<file path="src/hw/rtl/dq_pkg.sv">
// ---------------------------------------------------------------------------
// dq_pkg - shared codes for the double-ended queue
// Action codes for the input item and status codes for the result item.
// ---------------------------------------------------------------------------
`default_nettype none

package dq_pkg;

  // Action requested by one input transfer
  typedef enum logic [1:0] {
    ACT_PUSH_BACK  = 2'd0,
    ACT_PUSH_FRONT = 2'd1,
    ACT_POP_FRONT  = 2'd2,
    ACT_POP_BACK   = 2'd3
  } action_t;

  // Status reported with each result transfer
  typedef enum logic [1:0] {
    ST_OK        = 2'd0,
    ST_OVERFLOW  = 2'd1,
    ST_UNDERFLOW = 2'd2
  } status_t;

  localparam int unsigned WORD_W  = 32;
  localparam int unsigned COUNT_W = 5;

endpackage : dq_pkg

`default_nettype wire

</file>
<file path="src/hw/rtl/double_ended_queue_top.sv">
// ---------------------------------------------------------------------------
// double_ended_queue_top - fixed-capacity deque of signed 32-bit words
// Ring buffer in a one-port-write / one-port-read synchronous memory,
// addressed by a head index and a held count.
// ---------------------------------------------------------------------------
// One action is taken per clock: busy stays low, so start may be held high
// on every cycle. The result of an action shows on the out_ ports in the cycle
// after its transfer, for exactly one cycle, flagged by out_valid; the
// receiver cannot stall it. The result is delayed by the registered read
// port of the entry memory, which a pop reads in the transfer cycle. Head and
// count registers update at the transfer edge, and a write to the memory lands
// at that same edge, so an entry pushed in one cycle can be popped in the
// next. Pushing onto a full deque reports overflow, popping an empty one
// reports underflow; neither changes the contents. out_pop_value is zero
// unless a pop succeeded. out_entry_count is the held count after the action,
// kept to its low five bits.
`default_nettype none

module double_ended_queue_top #(
  parameter int unsigned DEPTH = 16
) (
  input  wire logic                        clk,
  input  wire logic                        rst_n,
  // command channel
  input  wire logic                        start,
  output logic                             busy,
  input  wire logic [1:0]                  in_action,
  input  wire logic signed [31:0]          in_push_value,
  // result channel
  output logic                             out_valid,
  output logic signed [31:0]               out_pop_value,
  output logic [1:0]                       out_status,
  output logic [4:0]                       out_entry_count
);

  localparam int unsigned AW = (DEPTH > 1) ? $clog2(DEPTH) : 1;
  localparam int unsigned CW = $clog2(DEPTH + 1);
  localparam int unsigned SW = AW + 1;
  localparam int unsigned XW = CW + dq_pkg::COUNT_W;

  localparam logic [SW-1:0] DEPTH_S = SW'(DEPTH);
  localparam logic [CW-1:0] DEPTH_C = CW'(DEPTH);
  localparam logic [AW-1:0] LAST_A  = AW'(DEPTH - 1);

  // Entry memory: written and read in clocked blocks
  logic [dq_pkg::WORD_W-1:0] mem [DEPTH];
  logic [dq_pkg::WORD_W-1:0] mem_q_r;

  // Ring control
  logic [AW-1:0] head_r, head_nxt;
  logic [CW-1:0] count_r, count_nxt;

  // Result registers
  logic                    valid_r;
  dq_pkg::status_t         status_r, status_nxt;
  logic                    pop_ok_r, pop_ok_nxt;

  logic                    accept;
  logic                    full, empty;
  logic [SW-1:0]           sum_back, sum_last;
  logic [AW-1:0]           slot_back, slot_last, head_dec, head_inc;
  logic                    we, re;
  logic [AW-1:0]           waddr, raddr;
  logic [XW-1:0]           count_ext;

  assign busy   = 1'b0;
  assign accept = start & ~busy;
  assign full   = (count_r == DEPTH_C);
  assign empty  = (count_r == '0);

  // Ring slot arithmetic; sums stay below twice DEPTH
  always_comb begin
    sum_back  = SW'(head_r) + SW'(count_r);
    sum_last  = sum_back - SW'(1);
    slot_back = (sum_back >= DEPTH_S) ? AW'(sum_back - DEPTH_S) : AW'(sum_back);
    slot_last = (sum_last >= DEPTH_S) ? AW'(sum_last - DEPTH_S) : AW'(sum_last);
    head_dec  = (head_r == '0) ? LAST_A : head_r - AW'(1);
    head_inc  = (head_r == LAST_A) ? '0 : head_r + AW'(1);
  end

  // Action decode: next pointers, memory access, result status
  always_comb begin
    head_nxt   = head_r;
    count_nxt  = count_r;
    status_nxt = dq_pkg::ST_OK;
    pop_ok_nxt = 1'b0;
    we         = 1'b0;
    re         = 1'b0;
    waddr      = slot_back;
    raddr      = head_r;
    if (accept) begin
      case (dq_pkg::action_t'(in_action))
        dq_pkg::ACT_PUSH_BACK: begin
          if (full) begin
            status_nxt = dq_pkg::ST_OVERFLOW;
          end else begin
            we        = 1'b1;
            waddr     = slot_back;
            count_nxt = count_r + CW'(1);
          end
        end
        dq_pkg::ACT_PUSH_FRONT: begin
          if (full) begin
            status_nxt = dq_pkg::ST_OVERFLOW;
          end else begin
            we        = 1'b1;
            waddr     = head_dec;
            head_nxt  = head_dec;
            count_nxt = count_r + CW'(1);
          end
        end
        dq_pkg::ACT_POP_FRONT: begin
          if (empty) begin
            status_nxt = dq_pkg::ST_UNDERFLOW;
          end else begin
            re         = 1'b1;
            raddr      = head_r;
            pop_ok_nxt = 1'b1;
            head_nxt   = head_inc;
            count_nxt  = count_r - CW'(1);
          end
        end
        dq_pkg::ACT_POP_BACK: begin
          if (empty) begin
            status_nxt = dq_pkg::ST_UNDERFLOW;
          end else begin
            re         = 1'b1;
            raddr      = slot_last;
            pop_ok_nxt = 1'b1;
            count_nxt  = count_r - CW'(1);
          end
        end
        default: begin
          status_nxt = dq_pkg::ST_OK;
        end
      endcase
    end
  end

  // Memory write port
  always_ff @(posedge clk) begin
    if (we) begin
      mem[waddr] <= in_push_value;
    end
  end

  // Memory read port, registered data
  always_ff @(posedge clk) begin
    if (re) begin
      mem_q_r <= mem[raddr];
    end
  end

  // Control state
  always_ff @(posedge clk) begin
    if (!rst_n) begin
      head_r   <= '0;
      count_r  <= '0;
      valid_r  <= 1'b0;
      status_r <= dq_pkg::ST_OK;
      pop_ok_r <= 1'b0;
    end else begin
      head_r   <= head_nxt;
      count_r  <= count_nxt;
      valid_r  <= accept;
      status_r <= status_nxt;
      pop_ok_r <= pop_ok_nxt;
    end
  end

  // Result ports; count reported in its low five bits
  assign count_ext       = XW'(count_r);
  assign out_valid       = valid_r;
  assign out_status      = status_r;
  assign out_pop_value   = pop_ok_r ? mem_q_r : '0;
  assign out_entry_count = count_ext[dq_pkg::COUNT_W-1:0];

  // Checks
  a_count_bound: assert property (@(posedge clk) disable iff (!rst_n)
    count_r <= DEPTH_C)
    else $error("held count above capacity");

  a_valid_follows: assert property (@(posedge clk) disable iff (!rst_n)
    accept |=> out_valid)
    else $error("result transfer missing after command transfer");

  a_overflow_full: assert property (@(posedge clk) disable iff (!rst_n)
    (out_valid && status_r == dq_pkg::ST_OVERFLOW) |-> full)
    else $error("overflow reported while not full");

  a_underflow_empty: assert property (@(posedge clk) disable iff (!rst_n)
    (out_valid && status_r == dq_pkg::ST_UNDERFLOW) |-> empty)
    else $error("underflow reported while not empty");

  a_pop_ok_status: assert property (@(posedge clk) disable iff (!rst_n)
    pop_ok_r |-> (status_r == dq_pkg::ST_OK))
    else $error("pop data flagged on a failed action");

endmodule : double_ended_queue_top

`default_nettype wire
</file>
<file path="config.mk">
export PLATFORM = sky130hd
export DESIGN_NAME = double_ended_queue_top
export DESIGN_NICKNAME = d
export VERILOG_FILES = /design/src/hw/rtl/dq_pkg.sv /design/src/hw/rtl/double_ended_queue_top.sv
export SDC_FILE = /design/constraint.sdc
export NUM_CORES = 1
export LEC_CHECK = 0
export CORE_MARGIN = 3
export CORE_UTILIZATION = 45
export DETAILED_ROUTE_END_ITERATION = 10
export DONT_BUFFER_PORTS = 1
export SETUP_SLACK_MARGIN = 0.05
export SLEW_MARGIN = 15
export SYNTH_ARGS = -nofsm -noshare
export SYNTH_HDL_FRONTEND = slang
export SYNTH_SLANG_ARGS = --single-unit
</file>
<file path="constraint.sdc">
create_clock -name clk -period 3.8 [get_ports clk]
set_clock_uncertainty 0.05 [all_clocks]
set_input_delay 0.38 -clock clk [delete_from_list [all_inputs] [get_ports clk]]
set_output_delay 0.38 -clock clk [all_outputs]
set_load 0.01 [all_outputs]
</file>
==> run_results.csv <==
group,metric,value,unit
run_status,outcome,"finished, final reports clean",
global_routing,met2_usage,33.76,%
route,drt-initial-drc-count,1155,
place,port-buffer-count,0,
cts,numCtsBuffers,55,
pwr,finalPower,16.30,mW
route,antenna_left,0,
floorplanning,dieArea,51930,um2
timing,fmax,297.3,MHz
worst_setup_path,critPathLaunchType,"register",
logic_synthesis,yosys.area_share.adder,0.6890,%
timing,finalCritPeriodShare,88.51,%
worst_setup_path,cp.arrival,3.66,ns
global_routing,gr-usage-met3,3.992,%
cts,root_buffer,"clkbuf_16",
route,drt_wl_total,52540,um
logic_synthesis,synth_cell_types,40,
final_layout,drive_above_1_share,10.84,%
cts,path_clk_slew,0.06,ns
route,firstDrtPassIters,6,
global_routing,gr-max-usage-layer,"met2",
logic_synthesis,synth_top_area_share,73.73,%
worst_setup_path,critPathMaxFanout,39,
final_layout,insertedDiodeCount,0,
logic_synthesis,synthFlopType,"edfxtp_1",
cts,cts_hold_buf,35,
global_routing,met1_usage,26.96,%
logic_synthesis,synth_common_cells,"edfxtp_1 (544), a21oi_1 (143), nand2_1 (143)",
logic_synthesis,synth_xor_area_share,0.4744,%
timing,rsz0062_at_grt,"false",
global_routing,grt_start_max_net_pins,86,
cts,cts_resized,0,
worst_setup_path,critPathKind,"register to register",
worst_setup_path,r2r_end,"mem_q_r[22]",
floorplanning,dieHeight,227.9,um
logic_synthesis,ys_seq_area_share,74.90,%
worst_setup_path,reg2reg_from,"out_entry_count[1]",
timing,hold_viol_final,0,
final_layout,fin_nets,1543,
cts,cts_buffer_depth,3,
logic_synthesis,synth_compound_area_share,9.165,%
worst_setup_path,required,4.10,ns
floorplanning,die_w,227.9,um
place,hpwl,28100,um
worst_setup_path,critPathLaunch,"out_entry_count[1]",
pwr,ir_drop,382.8,uV
logic_synthesis,yosys_warnings,0,
worst_setup_path,critPathCapture,"mem_q_r[22]",
timing,setup_slack,0.4366,ns
timing,fin_tns_setup,0,ns
cts,clkSinkCount,557,
worst_hold_path,hold_class,"input port to register",
logic_synthesis,synth_seq_cells,557,
route,wl_per_cell,23.92,um
timing,fin_hold_ws,0.05710,ns
logic_synthesis,yosysTopAreaCell,"edfxtp_1",
place,gp_congestion,0.7517,
global_routing,antenna_found_initial,0,
floorplanning,rows,80,
global_routing,grt_pass1_vias,12420,
route,num_vias,12620,
logic_synthesis,yosys-mux-area-fraction,5.969,%
cts,cts_tree,"done",
worst_setup_path,endpoint_kind,"register",
logic_synthesis,synth_top_family_by_area,"compound AO/OA/AOI/OAI gates",
cts,cts-htree-levels,2,
timing,tightest_slew,0.8738,ns
logic_synthesis,synthSimpleGateAreaFrac,6.370,%
final_layout,postLayoutCoreUtil,53.05,%
job,max_cap_violations,0,
logic_synthesis,synth_cells,1438,
logic_synthesis,netlist_top_cells_area,"edfxtp_1 (74%), mux2i_1 (5.9%), a221oi_1 (5.1%)",
global_routing,grtUsageTotal,20.07,%
route,vias_per_cell,5.746,
pwr,p_per_area,638.4,nW/um2
timing,relSlewSlack,41.74,%
worst_hold_path,min_from,"in_action[1]",
global_routing,overflow,0,
cts,worstSkewPairLatency,0.61,ns
timing,setup_viol,0,
logic_synthesis,syn_nets,1486,
cts,postCtsSetupBuffers,0,
floorplanning,start_util,46.02,%
floorplanning,core-area,48150,um2
global_routing,grt_pass1_wl,79610,um
place,pre_cts_slack,0.4649,ns
logic_synthesis,synth.most_common_cell,"edfxtp_1",
logic_synthesis,async_flop_share,0,%
final_layout,syn2layout_area_growth,15.27,%
worst_setup_path,r2r_cells,9,
worst_setup_path,reg2reg_setup_slack,0.44,ns
logic_synthesis,syn-cell-area,22160,um2
timing,drv_slew,0,
logic_synthesis,syn_area_per_cell,15.41,um2
route,drcViolationCount,0,
pwr,power.leakage,8.931,nW
logic_synthesis,synth_edf_count,544,
timing,period_needed,3.363,ns
floorplanning,num_io_pins,78,
-- layout by cell type (no fill, tap or decap), drive strengths merged, types with 3 or more instances in the layout --
cell type	n
edfxtp	544
nand2	143
a21oi	143
mux2i	131
a221oi	128
nor3	66
clkbuf	66
buf	66
nor2	59
dlygate4sd3	35
and2	35
clkinv	29
dfxtp	13
ha	9
inv	9
o21ai	9
xnor2	6
xor2	6
a21o	6
bufinv	5
nor2b	4
and3	3
a21boi	3
o21a	3
-- worst min-delay path by stage --
| stage | depth (start not counted) | endpoint |
|---|---|---|
| final | 3 | out_entry_count[4] |
| after global routing | 2 | pop_ok_r |
| after CTS | 2 | pop_ok_r |
| after detailed placement | 1 | out_status[0] |
| after global placement | 1 | out_status[0] |
| after floorplan | 0 | mem[0][0] |
-- routing by layer --
metal,routed length [um],up-vias
li1,-,5741
met1,22120,6387
met2,25900,404
met3,3328,86
met4,1186,0
met5,0,-
-- logic make-up (layout without fill, tap and decap cells) --
group                      after synthesis  count (layout)
and+or+nand+nor                        319             319
DFF                                    557             557
other                                    1               1
muxes                                  132             132
AOI/OAI and AO/OA                      297             297
buffers and inverters                  109             211
xor gates and xnor gates                12              12
adders and majority gates               11              11
-- critical path: stages (launching register included) --
cell,delay (ns)
dfxtp_1,0.44
or4_4,0.61
o2111ai_4,0.46
a21o_4,0.41
buf_12,0.29
buf_4,0.22
mux2i_1,0.21
a221oi_1,0.11
nor3_1,0.19
nor2_1,0.07
-- report_power, final --
part	switching [mW]	internal (mW)	leakage, nW
clock	2.26	3.04	0.861
sequential	0.156	7.20	5.01
combinational	2.33	1.32	3.06
total	4.74	11.6	8.93
-- cell type report --
class / count / area (um2)
Clock buffer: 66 / 1439
Sequential cell: 557 / 16600
Clock inverter: 36 / 329.1
Inverter: 8 / 30.03
Tap cell: 656 / 820.8
Multi-Input combinational cell: 772 / 5204
Fill cell: 3919 / 22610
Timing Repair Buffer: 101 / 1121
-- through the flow --
step	instances	area, um2
floorplan	1438	22160
global placement	2059	23420
detailed placement	2059	23420
CTS	2196	25540
global route	2196	25540
finish	2196	25540
-- state kept, by name, indices dropped and copies added (netlist names) --
name	cells
head_r	4
out_status	2
mem_q_r	32
pop_ok_r	1
out_valid	1
out_entry_count	5
mem	512
Power figures use the tool's default switching activity.
